**config.mk**
```make
export PLATFORM = sky130hd
export DESIGN_NAME = packet_receive_filter_repeater_core_flat
export DESIGN_NICKNAME = d
export VERILOG_FILES = /design/src/hw/rtl/prf_pkg.sv /design/src/hw/rtl/prf_in_if.sv /design/src/hw/rtl/prf_out_if.sv /design/src/hw/rtl/prf_cfg_if.sv /design/src/hw/rtl/prf_ram.sv /design/src/hw/rtl/prf_front.sv /design/src/hw/rtl/prf_queue.sv /design/src/hw/rtl/prf_back.sv /design/src/hw/rtl/packet_receive_filter_repeater_core.sv /design/src/flat_wrapper.sv
export SDC_FILE = /design/constraint.sdc
export NUM_CORES = 2
export LEC_CHECK = 0
export ABC_AREA = 1
export ABC_CLOCK_PERIOD_IN_PS = 12500
export BUFFER_PORTS_ARGS = -buffer_cell sky130_fd_sc_hd__buf_2
export CAP_MARGIN = 20
export CORE_UTILIZATION = 35
export DETAILED_ROUTE_END_ITERATION = 12
export MAX_ROUTING_LAYER = met4
export PLACE_DENSITY_LB_ADDON = 0.08
export SYNTH_ARGS = -nofsm -noshare
export SYNTH_HDL_FRONTEND = slang
export SYNTH_SLANG_ARGS = --single-unit
```
**constraint.sdc**
```tcl
create_clock -name clk -period 12.5 [get_ports clk]
set_input_delay 1.25 -clock clk [delete_from_list [all_inputs] [get_ports clk]]
set_output_delay 1.25 -clock clk [all_outputs]
set_load 0.02 [all_outputs]
```
**src/hw/rtl/prf_pkg.sv**
```systemverilog
package prf_pkg;

  localparam logic [7:0] BCAST_ADDR = 8'hFF;

  localparam logic [2:0] KIND_UNREL = 3'd0;
  localparam logic [2:0] KIND_REL   = 3'd1;
  localparam logic [2:0] KIND_ACK   = 3'd2;
  localparam logic [2:0] KIND_NACK  = 3'd3;

  localparam logic [2:0] ST_ACCEPTED  = 3'd0;
  localparam logic [2:0] ST_OWN_ECHO  = 3'd1;
  localparam logic [2:0] ST_NOT_ADDR  = 3'd2;
  localparam logic [2:0] ST_DUPLICATE = 3'd3;
  localparam logic [2:0] ST_UNKNOWN   = 3'd4;

  localparam logic [7:0] REG_MY_ADDRESS      = 8'd0;
  localparam logic [7:0] REG_REPEATER_ENABLE = 8'd1;
  localparam logic [7:0] REG_SEEN_EXPIRY     = 8'd2;
  localparam logic [7:0] REG_DLV_EXPIRY      = 8'd3;

  localparam logic [31:0] EXPIRY_RESET = 32'd30000;

  typedef struct packed {
    logic [31:0] now_ms;
    logic [7:0]  src_addr;
    logic [7:0]  dest_addr;
    logic [2:0]  packet_kind;
    logic [7:0]  sequence_req;
    logic [7:0]  hop_ttl;
  } in_item_t;

  typedef struct packed {
    logic [2:0] status;
    logic       deliver;
    logic       send_ack;
    logic       clear_pending;
    logic [7:0] reply_addr;
    logic [7:0] reply_sequence;
    logic       forward;
    logic [7:0] forward_ttl;
  } out_item_t;

  typedef struct packed {
    logic [7:0]  my_address;
    logic        repeater_enable;
    logic [31:0] seen_expiry_ms;
    logic [31:0] delivered_expiry_ms;
  } cfg_regs_t;

  typedef struct packed {
    logic [31:0] now_ms;
    logic [7:0]  src_addr;
    logic [7:0]  sequence_req;
    logic [7:0]  hop_ttl;
    logic [2:0]  packet_kind;
    logic        dst_bcast;
    logic        own_echo;
    logic        fwd_try;
    logic        addressed;
  } q_entry_t;

  typedef struct packed {
    logic [7:0]  src;
    logic [7:0]  seq;
    logic [31:0] stamp;
  } ring_entry_t;

  typedef enum logic [1:0] {
    BK_IDLE,
    BK_SCAN,
    BK_LAST,
    BK_COMMIT
  } back_state_t;

endpackage

```
**src/hw/rtl/prf_in_if.sv**
```systemverilog
interface prf_in_if;
  import prf_pkg::*;

  logic     valid;
  logic     ready;
  in_item_t data;

  modport source (output valid, output data, input ready);
  modport sink (input valid, input data, output ready);
endinterface

```
**src/hw/rtl/prf_out_if.sv**
```systemverilog
interface prf_out_if;
  import prf_pkg::*;

  logic      valid;
  logic      ready;
  out_item_t data;

  modport source (output valid, output data, input ready);
  modport sink (input valid, input data, output ready);
endinterface

```
**src/hw/rtl/prf_cfg_if.sv**
```systemverilog
interface prf_cfg_if;
  logic        valid;
  logic        ready;
  logic [7:0]  index;
  logic [31:0] wdata;

  modport source (output valid, output index, output wdata, input ready);
  modport sink (input valid, input index, input wdata, output ready);
endinterface

```
**src/hw/rtl/prf_ram.sv**
```systemverilog
module prf_ram #(
  parameter int WIDTH = 48,
  parameter int DEPTH = 16
) (
  input  logic                     clk,
  input  logic                     we,
  input  logic [$clog2(DEPTH)-1:0] waddr,
  input  logic [WIDTH-1:0]         wdata,
  input  logic [$clog2(DEPTH)-1:0] raddr,
  output logic [WIDTH-1:0]         rdata
);

  logic [WIDTH-1:0] mem [DEPTH];

  always_ff @(posedge clk) begin
    if (we) begin
      mem[waddr] <= wdata;
    end
    rdata <= mem[raddr];
  end

endmodule

```
**src/hw/rtl/prf_front.sv**
```systemverilog
module prf_front (
  prf_in_if.sink             in_chan,
  input  prf_pkg::cfg_regs_t cfg,
  input  logic               q_full,
  output logic               push,
  output prf_pkg::q_entry_t  push_data
);
  import prf_pkg::*;

  logic own_echo;

  assign in_chan.ready = !q_full;
  assign push          = in_chan.valid && !q_full;
  assign own_echo      = (in_chan.data.src_addr == cfg.my_address);

  always_comb begin
    push_data.now_ms       = in_chan.data.now_ms;
    push_data.src_addr     = in_chan.data.src_addr;
    push_data.sequence_req = in_chan.data.sequence_req;
    push_data.hop_ttl      = in_chan.data.hop_ttl;
    push_data.packet_kind  = in_chan.data.packet_kind;
    push_data.dst_bcast    = (in_chan.data.dest_addr == BCAST_ADDR);
    push_data.own_echo     = own_echo;
    push_data.fwd_try      = !own_echo && cfg.repeater_enable
                             && (in_chan.data.hop_ttl != 8'd0);
    push_data.addressed    = (in_chan.data.dest_addr == cfg.my_address)
                             || (in_chan.data.dest_addr == BCAST_ADDR);
  end

endmodule

```
**src/hw/rtl/prf_queue.sv**
```systemverilog
module prf_queue (
  input  logic              clk,
  input  logic              rst_n,
  input  logic              push,
  input  prf_pkg::q_entry_t push_data,
  output logic              full,
  output logic              q_valid,
  output prf_pkg::q_entry_t q_data,
  input  logic              pop
);
  import prf_pkg::*;

  q_entry_t   slot_r [2];
  logic       wr_ptr_r;
  logic       wr_ptr_nxt;
  logic       rd_ptr_r;
  logic       rd_ptr_nxt;
  logic [1:0] count_r;
  logic [1:0] count_nxt;

  assign full    = (count_r == 2'd2);
  assign q_valid = (count_r != 2'd0);
  assign q_data  = slot_r[rd_ptr_r];

  always_comb begin
    wr_ptr_nxt = push ? !wr_ptr_r : wr_ptr_r;
    rd_ptr_nxt = pop ? !rd_ptr_r : rd_ptr_r;
    count_nxt  = count_r + 2'(push) - 2'(pop);
  end

  always_ff @(posedge clk) begin
    if (!rst_n) begin
      wr_ptr_r <= 1'b0;
      rd_ptr_r <= 1'b0;
      count_r  <= 2'd0;
    end else begin
      wr_ptr_r <= wr_ptr_nxt;
      rd_ptr_r <= rd_ptr_nxt;
      count_r  <= count_nxt;
    end
  end

  always_ff @(posedge clk) begin
    if (push) begin
      slot_r[wr_ptr_r] <= push_data;
    end
  end

endmodule

```
**src/hw/rtl/prf_back.sv**
```systemverilog
module prf_back #(
  parameter int SEEN_ENTRIES      = 16,
  parameter int DELIVERED_ENTRIES = 16
) (
  input  logic               clk,
  input  logic               rst_n,
  input  prf_pkg::cfg_regs_t cfg,
  input  logic               q_valid,
  input  prf_pkg::q_entry_t  q_data,
  output logic               q_pop,
  prf_out_if.source          out_chan
);
  import prf_pkg::*;

  localparam int SEEN_AW = $clog2(SEEN_ENTRIES);
  localparam int DLV_AW  = $clog2(DELIVERED_ENTRIES);
  localparam int SCAN_N  = (SEEN_ENTRIES > DELIVERED_ENTRIES) ? SEEN_ENTRIES
                                                              : DELIVERED_ENTRIES;
  localparam int CNT_W   = $clog2(SCAN_N);

  back_state_t state_r;
  back_state_t state_nxt;

  logic [CNT_W-1:0] scan_cnt_r;
  logic [CNT_W-1:0] scan_cnt_nxt;
  logic             rd_en_r;
  logic [CNT_W-1:0] rd_idx_r;
  q_entry_t         work_r;
  logic             seen_hit_r;
  logic             dlv_hit_r;
  logic [SEEN_AW-1:0] seen_head_r;
  logic [DLV_AW-1:0]  dlv_head_r;
  logic [SEEN_ENTRIES-1:0]      seen_vld_r;
  logic [DELIVERED_ENTRIES-1:0] dlv_vld_r;
  logic      out_vld_r;
  out_item_t out_data_r;

  logic        proceed;
  logic        seen_we;
  logic        dlv_we;
  logic        dlv_new;
  ring_entry_t wr_entry;
  ring_entry_t seen_rd;
  ring_entry_t dlv_rd;
  logic [SEEN_AW-1:0] seen_idx;
  logic [DLV_AW-1:0]  dlv_idx;
  logic [31:0] seen_age;
  logic [31:0] dlv_age;
  logic        seen_match;
  logic        dlv_match;
  out_item_t   res;

  assign wr_entry = '{src: work_r.src_addr, seq: work_r.sequence_req, stamp: work_r.now_ms};

  prf_ram #(.WIDTH($bits(ring_entry_t)), .DEPTH(SEEN_ENTRIES)) u_seen_ram (
    .clk   (clk),
    .we    (seen_we),
    .waddr (seen_head_r),
    .wdata (wr_entry),
    .raddr (scan_cnt_r[SEEN_AW-1:0]),
    .rdata (seen_rd)
  );

  prf_ram #(.WIDTH($bits(ring_entry_t)), .DEPTH(DELIVERED_ENTRIES)) u_dlv_ram (
    .clk   (clk),
    .we    (dlv_we),
    .waddr (dlv_head_r),
    .wdata (wr_entry),
    .raddr (scan_cnt_r[DLV_AW-1:0]),
    .rdata (dlv_rd)
  );

  // compare one entry of each ring per cycle
  always_comb begin
    seen_idx   = rd_idx_r[SEEN_AW-1:0];
    dlv_idx    = rd_idx_r[DLV_AW-1:0];
    seen_age   = work_r.now_ms - seen_rd.stamp;
    dlv_age    = work_r.now_ms - dlv_rd.stamp;
    seen_match = rd_en_r && (rd_idx_r <= CNT_W'(SEEN_ENTRIES - 1))
                 && seen_vld_r[seen_idx]
                 && (seen_rd.src == work_r.src_addr)
                 && (seen_rd.seq == work_r.sequence_req)
                 && (seen_age < cfg.seen_expiry_ms);
    dlv_match  = rd_en_r && (rd_idx_r <= CNT_W'(DELIVERED_ENTRIES - 1))
                 && dlv_vld_r[dlv_idx]
                 && (dlv_rd.src == work_r.src_addr)
                 && (dlv_rd.seq == work_r.sequence_req)
                 && (dlv_age < cfg.delivered_expiry_ms);
  end

  // next state
  always_comb begin
    state_nxt = state_r;
    unique case (state_r)
      BK_IDLE:   if (q_valid) state_nxt = BK_SCAN;
      BK_SCAN:   if (scan_cnt_r == CNT_W'(SCAN_N - 1)) state_nxt = BK_LAST;
      BK_LAST:   state_nxt = BK_COMMIT;
      BK_COMMIT: if (!out_vld_r || out_chan.ready) state_nxt = BK_IDLE;
      default:   state_nxt = BK_IDLE;
    endcase
  end

  // outputs of the sequencer
  always_comb begin
    q_pop        = 1'b0;
    proceed      = 1'b0;
    scan_cnt_nxt = '0;
    unique case (state_r)
      BK_IDLE:   q_pop = q_valid;
      BK_SCAN:   scan_cnt_nxt = scan_cnt_r + CNT_W'(1);
      BK_LAST:   q_pop = 1'b0;
      BK_COMMIT: proceed = !out_vld_r || out_chan.ready;
      default:   q_pop = 1'b0;
    endcase
  end

  always_comb begin
    dlv_new = !work_r.own_echo && work_r.addressed
              && (work_r.packet_kind == KIND_REL) && !dlv_hit_r;
    seen_we = proceed && work_r.fwd_try && !seen_hit_r;
    dlv_we  = proceed && dlv_new;
  end

  always_comb begin
    res                = '0;
    res.reply_addr     = work_r.src_addr;
    res.reply_sequence = work_r.sequence_req;
    res.forward        = work_r.fwd_try && !seen_hit_r;
    res.forward_ttl    = res.forward ? (work_r.hop_ttl - 8'd1) : 8'd0;
    priority if (work_r.own_echo) begin
      res.status = ST_OWN_ECHO;
    end else if (!work_r.addressed) begin
      res.status = ST_NOT_ADDR;
    end else if (work_r.packet_kind == KIND_UNREL) begin
      res.deliver = 1'b1;
    end else if (work_r.packet_kind == KIND_REL) begin
      if (dlv_hit_r) begin
        res.status   = ST_DUPLICATE;
        res.send_ack = 1'b1;
      end else begin
        res.deliver  = 1'b1;
        res.send_ack = !work_r.dst_bcast;
      end
    end else if (work_r.packet_kind == KIND_ACK || work_r.packet_kind == KIND_NACK) begin
      res.clear_pending = 1'b1;
    end else begin
      res.status = ST_UNKNOWN;
    end
  end

  always_ff @(posedge clk) begin
    if (!rst_n) begin
      state_r     <= BK_IDLE;
      scan_cnt_r  <= '0;
      rd_en_r     <= 1'b0;
      seen_hit_r  <= 1'b0;
      dlv_hit_r   <= 1'b0;
      seen_head_r <= '0;
      dlv_head_r  <= '0;
      seen_vld_r  <= '0;
      dlv_vld_r   <= '0;
      out_vld_r   <= 1'b0;
    end else begin
      state_r    <= state_nxt;
      scan_cnt_r <= scan_cnt_nxt;
      rd_en_r    <= (state_r == BK_SCAN);
      if (q_pop) begin
        seen_hit_r <= 1'b0;
        dlv_hit_r  <= 1'b0;
      end else begin
        seen_hit_r <= seen_hit_r || seen_match;
        dlv_hit_r  <= dlv_hit_r || dlv_match;
      end
      if (seen_we) begin
        seen_vld_r[seen_head_r] <= 1'b1;
        seen_head_r <= (seen_head_r == SEEN_AW'(SEEN_ENTRIES - 1)) ? '0
                       : seen_head_r + SEEN_AW'(1);
      end
      if (dlv_we) begin
        dlv_vld_r[dlv_head_r] <= 1'b1;
        dlv_head_r <= (dlv_head_r == DLV_AW'(DELIVERED_ENTRIES - 1)) ? '0
                      : dlv_head_r + DLV_AW'(1);
      end
      if (proceed) begin
        out_vld_r <= 1'b1;
      end else if (out_chan.ready) begin
        out_vld_r <= 1'b0;
      end
    end
  end

  always_ff @(posedge clk) begin
    rd_idx_r <= scan_cnt_r;
    if (q_pop) begin
      work_r <= q_data;
    end
    if (proceed) begin
      out_data_r <= res;
    end
  end

  assign out_chan.valid = out_vld_r;
  assign out_chan.data  = out_data_r;

endmodule

```
**src/hw/rtl/packet_receive_filter_repeater_core.sv**
```systemverilog
// receive filter and flooding repeater for decoded packet headers
//
// in_chan takes one header item (time stamp, addresses, kind, sequence, ttl);
// out_chan gives exactly one result item per header: status, deliver / ack /
// clear-pending requests, reply fields and the forward decision with its ttl.
// cfg_chan writes the four registers by index and is always ready; write it
// only while no header is in flight.
//
// back end: both rings sit in single-read-port RAMs and are scanned one entry per
// cycle over the larger of SEEN_ENTRIES and DELIVERED_ENTRIES; then the rings and
// the result register are updated in a commit state, which waits while the result
// register still holds an item the receiver has not taken. the back end takes a
// new header only after it has committed the last one.
//
// a two-entry queue sits between the classifier and the ring engine, so up to
// three more headers are taken while a result waits for the receiver: one held
// by the ring engine and two in the queue. a stalled receiver holds the result,
// then the queue fills and in_chan.ready drops.
// reset clears the registers to their defaults, empties the queue and clears
// all ring valid bits at once; no clearing pass is needed.
module packet_receive_filter_repeater_core #(
  parameter int SEEN_ENTRIES      = 16,
  parameter int DELIVERED_ENTRIES = 16
) (
  input logic       clk,
  input logic       rst_n,
  prf_in_if.sink    in_chan,
  prf_out_if.source out_chan,
  prf_cfg_if.sink   cfg_chan
);
  import prf_pkg::*;

  cfg_regs_t cfg_r;
  cfg_regs_t cfg_nxt;
  logic      push;
  q_entry_t  push_data;
  logic      q_full;
  logic      q_valid;
  q_entry_t  q_data;
  logic      q_pop;

  assign cfg_chan.ready = 1'b1;

  always_comb begin
    cfg_nxt = cfg_r;
    if (cfg_chan.valid) begin
      unique case (cfg_chan.index)
        REG_MY_ADDRESS:      cfg_nxt.my_address          = cfg_chan.wdata[7:0];
        REG_REPEATER_ENABLE: cfg_nxt.repeater_enable     = cfg_chan.wdata[0];
        REG_SEEN_EXPIRY:     cfg_nxt.seen_expiry_ms      = cfg_chan.wdata;
        REG_DLV_EXPIRY:      cfg_nxt.delivered_expiry_ms = cfg_chan.wdata;
        default:             cfg_nxt = cfg_r;
      endcase
    end
  end

  always_ff @(posedge clk) begin
    if (!rst_n) begin
      cfg_r.my_address          <= 8'd0;
      cfg_r.repeater_enable     <= 1'b0;
      cfg_r.seen_expiry_ms      <= EXPIRY_RESET;
      cfg_r.delivered_expiry_ms <= EXPIRY_RESET;
    end else begin
      cfg_r <= cfg_nxt;
    end
  end

  prf_front u_front (
    .in_chan   (in_chan),
    .cfg       (cfg_r),
    .q_full    (q_full),
    .push      (push),
    .push_data (push_data)
  );

  prf_queue u_queue (
    .clk       (clk),
    .rst_n     (rst_n),
    .push      (push),
    .push_data (push_data),
    .full      (q_full),
    .q_valid   (q_valid),
    .q_data    (q_data),
    .pop       (q_pop)
  );

  prf_back #(
    .SEEN_ENTRIES      (SEEN_ENTRIES),
    .DELIVERED_ENTRIES (DELIVERED_ENTRIES)
  ) u_back (
    .clk      (clk),
    .rst_n    (rst_n),
    .cfg      (cfg_r),
    .q_valid  (q_valid),
    .q_data   (q_data),
    .q_pop    (q_pop),
    .out_chan (out_chan)
  );

  // back end never takes two items in a row
  a_pop_spacing: assert property (@(posedge clk) disable iff (!rst_n)
    q_pop |=> !q_pop)
    else $error("queue popped in consecutive cycles");

  // a forwarded copy never has a wrapped ttl
  a_fwd_ttl: assert property (@(posedge clk) disable iff (!rst_n)
    out_chan.valid && out_chan.data.forward |-> out_chan.data.forward_ttl != 8'hFF)
    else $error("forward with wrapped ttl");

  // own echoes cause no action at all
  a_echo_quiet: assert property (@(posedge clk) disable iff (!rst_n)
    out_chan.valid && (out_chan.data.status == ST_OWN_ECHO) |->
      !out_chan.data.deliver && !out_chan.data.send_ack
      && !out_chan.data.clear_pending && !out_chan.data.forward)
    else $error("own echo produced an action");

  // a pop only happens with an item queued
  a_pop_valid: assert property (@(posedge clk) disable iff (!rst_n)
    q_pop |-> q_valid)
    else $error("pop from empty queue");

endmodule
```
**src/flat_wrapper.sv**
```systemverilog
// flat-port wrapper written by rule: the top's interface ports become plain ports
module packet_receive_filter_repeater_core_flat import prf_pkg::*;
#(
  parameter int SEEN_ENTRIES      = 16,
  parameter int DELIVERED_ENTRIES = 16
)
  (clk, rst_n, in_chan_valid, in_chan_data, in_chan_ready, out_chan_valid, out_chan_data, out_chan_ready, cfg_chan_valid, cfg_chan_index, cfg_chan_wdata, cfg_chan_ready);
  prf_in_if in_chan_i ();
  prf_out_if out_chan_i ();
  prf_cfg_if cfg_chan_i ();
  input logic clk;
  input logic rst_n;
  input wire logic [$bits(in_chan_i.valid)-1:0] in_chan_valid;
  input wire logic [$bits(in_chan_i.data)-1:0] in_chan_data;
  output wire logic [$bits(in_chan_i.ready)-1:0] in_chan_ready;
  output wire logic [$bits(out_chan_i.valid)-1:0] out_chan_valid;
  output wire logic [$bits(out_chan_i.data)-1:0] out_chan_data;
  input wire logic [$bits(out_chan_i.ready)-1:0] out_chan_ready;
  input wire logic [$bits(cfg_chan_i.valid)-1:0] cfg_chan_valid;
  input wire logic [$bits(cfg_chan_i.index)-1:0] cfg_chan_index;
  input wire logic [$bits(cfg_chan_i.wdata)-1:0] cfg_chan_wdata;
  output wire logic [$bits(cfg_chan_i.ready)-1:0] cfg_chan_ready;
  assign in_chan_i.valid = in_chan_valid;
  assign in_chan_i.data = in_chan_data;
  assign in_chan_ready = in_chan_i.ready;
  assign out_chan_valid = out_chan_i.valid;
  assign out_chan_data = out_chan_i.data;
  assign out_chan_i.ready = out_chan_ready;
  assign cfg_chan_i.valid = cfg_chan_valid;
  assign cfg_chan_i.index = cfg_chan_index;
  assign cfg_chan_i.wdata = cfg_chan_wdata;
  assign cfg_chan_ready = cfg_chan_i.ready;
  packet_receive_filter_repeater_core #(.SEEN_ENTRIES(SEEN_ENTRIES), .DELIVERED_ENTRIES(DELIVERED_ENTRIES)) u_core (.clk(clk), .rst_n(rst_n), .in_chan(in_chan_i), .out_chan(out_chan_i), .cfg_chan(cfg_chan_i));
endmodule
```
* Word-level counts from Yosys, hierarchy flattened
Memories as Yosys holds them, arrays and structs flattened. A register that Yosys moved wholly into a read port is not among the register bits. Cells that the tools add are included.
Storage, ports and cells: output and inout bits 34, bits of input ports 112, memories 3, memory bits (writable) 1662, bits in registers 162, logic and storage cells 160
Memory list:
- u_core.u_back.u_dlv_ram.mem | words 16, width 48, rd ports 1, clocked after memory_dff 1, write ports 1, RTL line prf_ram.sv:13 | logic [WIDTH-1:0] mem [DEPTH];
- u_core.u_back.u_seen_ram.mem | words 16, width 48, rd ports 1, clocked after memory_dff 1, write ports 1, RTL line prf_ram.sv:13
- u_core.u_queue.slot_r | words 2, width 63, rd ports 1, clocked after memory_dff 1, write ports 1, RTL line prf_queue.sv:13 | q_entry_t slot_r [2];
Cells by class: muxes and demuxes 34, equal/unequal tests 23, $lt $le $gt $ge 8, bitwise logic cells 5, add/sub/neg operators 8, reduce and logical (&&, ||, !) cells 52
Operators with widths (count):
- $lt 32x32->1 | 2
- $sub 32x32->32 | 2
- $eq 8x8->1 | 6
- $or 16x16->16 | 2
- $logic_and 1x1->1 | 21
- $mux 1 | 18
- $eq 8x2->1 const B | 2
- $lt 4x5->1 const B | 3
- $mux 2 | 7
- $add 4x1->4 const B | 3
- $eq 4x4->1 const B | 3
- $reduce_and 2->1 | 5
- $logic_not 1->1 | 9
- $bmux 1 s4 | 2
- $demux 1 s4 | 2
- $eq 8x1->1 const B | 1
- $eq 8x8->1 const B | 1
- $ge 4x1->1 const B | 2
- $logic_not 8->1 | 1
- $mux 4 | 2
- $pmux 2 s4 | 1
- $reduce_bool 8->1 | 1
- $reduce_or 4->1 | 2
- $sub 8x1->8 const B | 1
- 17 further kinds | 31

* Logic depth before layout (Yosys ltp)
depth in word-level cells 7, depth in mapped cells 24, gate-level depth less buffers 24

* By module
Synthesis repeated with hierarchy kept, for this count alone.
Second synthesis, totals: cell total of the unflattened synthesis 8668, area, all modules 88371.0 sq um
Modules (own cells, without submodules):
- prf_ram | instances 2, area each 33988.8 sq um, sequential area each 24023.0 sq um, cells each 3165
- prf_back | instances 1, area each 11459.7 sq um, sequential area each 3903.7 sq um, cells each 1544
- prf_queue | instances 1, area each 5074.9 sq um, sequential area each 3883.7 sq um, cells each 229
- packet_receive_filter_repeater_core | instances 1, area each 3078.0 sq um, sequential area each 1461.4 sq um, cells each 430
- prf_front | instances 1, area each 780.7 sq um, sequential area each 0.0 sq um, cells each 135

* Least setup slack after synthesis
Ideal clock, no wire load.
path kind input to register, from in out_chan_ready, to mem u_core.u_back.u_dlv_ram.mem[0][0], enable pin, stages on the path 8, data required time 12.045 ns, library setup time 0.455 ns, buffers on the path 0, arrival 4.666 ns, setup slack 7.379 ns, path through inv_1 > nand2_1 > nand2_1 > inv_1 > nand3_1 > inv_1 > nand2_1 > nor2_1
On the way: word-level cells in the longest chain between the ends 5
RTL lines:
- start: declaration | RTL line flat_wrapper.sv:18 | input wire logic [$bits(out_chan_i.ready)-1:0] out_chan_ready;
- $logic_or 1x1->1 | RTL line prf_back.sv:112 | BK_COMMIT: proceed = !out_vld_r || out_chan.ready;
- $mux 1 | RTL line prf_back.sv:108 | unique case (state_r)
- named net u_core.u_back.proceed | RTL line prf_back.sv:38 | logic proceed;
- $logic_and 1x1->1 | RTL line prf_back.sv:121 | dlv_we = proceed && dlv_new;
- $mux 1 | RTL line prf_ram.sv:16 | if (we) begin
- $mux 1 (implied by the code) | RTL line prf_ram.sv:17 | mem[waddr] <= wdata;
- end: declaration | RTL line prf_ram.sv:13
The timed path passes the listed nets, and every way through them passes these cells.

* Worst setup path after layout
from reg u_core.u_back.work_r[31] (netlist name), to reg u_core.u_back.dlv_hit_r
On the way: word-level cells in the longest chain between the ends 4
RTL lines:
- $sub 32x32->32 | RTL line prf_back.sv:78 | dlv_age = work_r.now_ms - dlv_rd.stamp;
- $lt 32x32->1 | RTL line prf_back.sv:88 | && (dlv_age < cfg.delivered_expiry_ms);
- $logic_and 1x1->1 | RTL line prf_back.sv:88
- $logic_or 1x1->1 | RTL line prf_back.sv:172 | dlv_hit_r <= dlv_hit_r || dlv_match;
- end signal: assignment | RTL line prf_back.sv:172
- end: declaration | RTL line prf_back.sv:30 | logic dlv_hit_r;
Every way passes these cells. A chain may end at the register's enable or synchronous reset.

==> flow_summary.json <==
{
  "timing.final.crit_share_pct": 39.0,
  "synth_cells": 6449,
  "ff2ff_setup_slack_ns": 7.63,
  "multiInputGateArea_um2": 19600,
  "seqCellArea_um2": 57300,
  "ff2ff_path_depth": 22,
  "initial_utilization_pct": 35.3,
  "yosys_most_used_dff": "edfxtp_1",
  "drv_cap": 0,
  "rsz0062_at_grt": "no",
  "vias_per_cell": 5.30,
  "ys_types": 45,
  "cts_setup_buffers": 0,
  "async_reset_ff_share_pct": 0,
  "ys_seq_elements": 1983,
  "min_delay_path_depth": 2,
  "ctsHoldBuffers": 0,
  "drive_above_1_share_pct": 9.35,
  "ys_seq_area_share_pct": 72.1,
  "ir_drop_uv": 134,
  "clkTransAtPathRegs_ns": 0.07,
  "fin_crit_ns": 4.87,
  "synthesis.nets": 6703,
  "cts_buffers": 212,
  "dr.pass1.iters": 6,
  "core_area_um2": 225000,
  "cts_buffer_depth": 3,
  "start_kind": "register",
  "r2r-end": "u_core.u_back.dlv_hit_r",
  "hold_viol": 0,
  "portBuffers": 144,
  "required_ns": 13.29,
  "final_core_util_pct": 40.3,
  "fmax_mhz": 205,
  "nFillCells": 21400,
  "drc": 0,
  "grt-ovfl-total": 0,
  "setup_viol": 0,
  "pin_count": 146,
  "hp-class": "register to register",
  "clk_latency_ns": 0.87,
  "p_leak_uw": 0.0322,
  "path_class": "register to register",
  "drtIter0Drc": 4280,
  "outcome": "complete, no violations",
  "cts_tree": "built",
  "die_w_um": 478,
  "synth.avg_cell_area_um2": 12.3,
  "drt_wl_total_um": 274000,
  "ys_top_cells_by_area": "edfxtp_1 66%, dfxtp_1 5.7%, nand2_1 5.4%",
  "critPathMaxFanout": 33,
  "synth_top_area_share_pct": 66.4,
  "ant_nets": 0,
  "grt_usage_pct": 24.2,
  "clockRootBuffer": "clkbuf_16",
  "worstReg2RegStart": "u_core.u_back.work_r[31]",
  "layout.nets": 6862,
  "yosysWarnings": 0,
  "grt_max_degree": 176,
  "fin_skew_ns": 0.0771,
  "yosysTopAreaCell": "edfxtp_1",
  "cts_resized": 0,
  "die-area_um2": 229000,
  "antenna_found_initial": 11,
  "synthToLayoutAreaGrowth_pct": 14.3,
  "grt_pass1_wl_um": 386000,
  "syn-cell-area_um2": 79400,
  "synth_edf_count": 1756,
  "die_y_um": 478,
  "clock_sinks": 1983,
  "critPathArrivalTime_ns": 5.67,
  "end_kind": "register",
  "grt_pass1_vias": 50700,
  "slew_headroom_pct": 22.7,
  "dpl.hpwl_um": 154000,
  "holdPathEnd": "u_core.u_back.dlv_vld_r[3]",
  "fin_setup_tns_ns": 0,
  "num_rows": 174,
  "gp_congestion": 0.937,
  "vias": 51900,
  "worst_pin_slew_ns": 1.16,
  "hp-start": "u_core.u_back.dlv_vld_r[3]",
  "post_drt_wl_per_cell_um": 28.0,
  "ctsHtreeMaxLevel": 4,
  "slew_violations": 0,
  "power_density_nw_per_um2": 206
}
flip-flops by register name, summed over array words and instances, names as in the netlist:
signal / cells
u_core.u_queue.slot_r: 126
u_core.u_back.seen_vld_r: 16
u_core.u_back.rd_en_r: 1
u_core.u_back.scan_cnt_r: 4
u_core.u_back.dlv_head_r: 4
u_core.cfg_r: 73
u_core.u_back.out_chan.valid: 1
u_core.u_back.u_seen_ram.mem: 768
u_core.u_back.res: 16
u_core.u_back.dlv_idx: 4
u_core.u_queue.wr_ptr_r: 1
u_core.u_back.seen_hit_r: 1
u_core.u_queue.rd_ptr_r: 1
u_core.u_back.u_dlv_ram.rdata: 48
u_core.u_back.seen_head_r: 4
u_core.u_back.u_dlv_ram.mem: 768
u_core.u_back.state_r: 2
u_core.u_back.out_chan.data: 31
u_core.u_back.work_r: 47
u_core.u_queue.count_r: 2
u_core.u_back.dlv_hit_r: 1
u_core.u_back.dlv_vld_r: 16
u_core.u_back.u_seen_ram.rdata: 48
area by class of cell:
cell class | count | share of cell area [%]
clock inverters | 86 | 0.967
well taps | 2992 | 4.13
repair buffers | 282 | 2.27
diodes | 3 | 0.00827
clock buffers | 304 | 6.52
multi-input cells | 3806 | 21.6
flip-flops and latches | 1983 | 63.1
inverters | 323 | 1.38
power breakdown:
group / switching (uW) / internal (uW)
logic: 3080 / 1140
registers: 216 / 8090
clock network: 2690 / 3510
worst max path at each step:
stage                             start                           endpoint  slack [ns]
6_report       u_core.u_back.work_r[31]            u_core.u_back.dlv_hit_r        7.63
5_1_grt        u_core.u_back.work_r[31]            u_core.u_back.dlv_hit_r        7.37
2_1_floorplan            out_chan_ready  u_core.u_back.u_dlv_ram.mem[0][0]        7.38
4_1_cts        u_core.u_back.work_r[31]            u_core.u_back.dlv_hit_r        7.71
3_3_place_gp   u_core.u_back.work_r[31]            u_core.u_back.dlv_hit_r        7.81
3_5_place_dp   u_core.u_back.work_r[31]            u_core.u_back.dlv_hit_r        7.71
worst max-delay path, stage by stage (launching register included):
cell,delay (ns)
edfxtp_1,1.09
inv_1,0.23
ha_1,0.26
inv_1,0.12
fa_1,0.22
nand2_1,0.06
nand2_1,0.06
o21ai_1,0.16
o21ai_1,0.35
nand3_1,0.11
nand2_1,0.19
nand4_1,0.20
nand3_1,0.12
nand2_1,0.07
ha_1,0.28
and3_1,0.20
nor2_1,0.12
nand2_1,0.05
nor2_1,0.10
nand3_1,0.14
nor2_1,0.31
nand3_1,0.19
a21oi_1,0.15
kinds of logic (layout without fill, tap and decap cells):
logic type,after synthesis,count (layout),share of synthesized area (%)
other,1,4,0.00472
xor gates and xnor gates,77,77,0.849
DFF,1983,1983,72.1
AOI/OAI and AO/OA,1459,1459,10.4
adders and majority gates,142,142,2.26
and+or+nand+nor,2127,2127,10.8
buffers and inverters,660,995,3.54
layer usage:
metal  up-vias  global-route usage, %  part of all wire [%]
met5         -                      -                     0
met4         0                   5.50                   2.2
met3       324                   2.56                   3.9
met2      1283                   39.9                    49
met1     26600                   32.3                    45
li1      23700                      -                     -
Yosys cell counts (32+ instances only):
library cell / instances
a21oi_1: 442
a221oi_1: 119
buf_2: 127
clkbuf_1: 166
dfxtp_1: 227
edfxtp_1: 1756
ha_1: 140
inv_1: 312
nand2_1: 1138
nand3_1: 205
nand4_1: 89
nor2_1: 644
o21ai_0: 554
o21ai_1: 106
o221ai_1: 72
o22ai_1: 121
xnor2_1: 32
xor2_1: 45
stage by stage:
step	setup WS (ns)	power, uW	std cells	hold slack, ns	instance area (um^2)
floorplan	7.38	10900	6449	0.326	79400
detailed placement	7.71	12600	9382	0.459	83800
global route	7.37	19500	9777	0.479	90700
finish	7.63	18700	9779	0.466	90700
global placement	7.81	12600	9374	0.450	83600
CTS	7.71	18800	9772	0.468	90600
cell usage in the layout (no fill, tap or decap), types with 7 or more instances in the layout:
cell type  count
a21o_1         8
a21oi_1      442
a221oi_1     119
buf_16        12
buf_2        144
buf_4        121
bufinv_16     11
clkbuf_1      68
clkbuf_16    214
clkbuf_8      22
clkinv_1      31
clkinv_2      27
dfxtp_1      222
edfxtp_1    1756
ha_1         140
inv_1        308
inv_4          7
nand2_1     1136
nand3_1      205
nand4_1       89
nor2_1       612
nor2_4        35
nor3_1        26
nor4_1         8
o211ai_1       7
o21a_1        10
o21ai_0      553
o21ai_1      107
o21bai_1       8
o221ai_1      72
o22ai_1      121
xnor2_1       32
xor2_1        45
(Power assumes the default switching activity.)
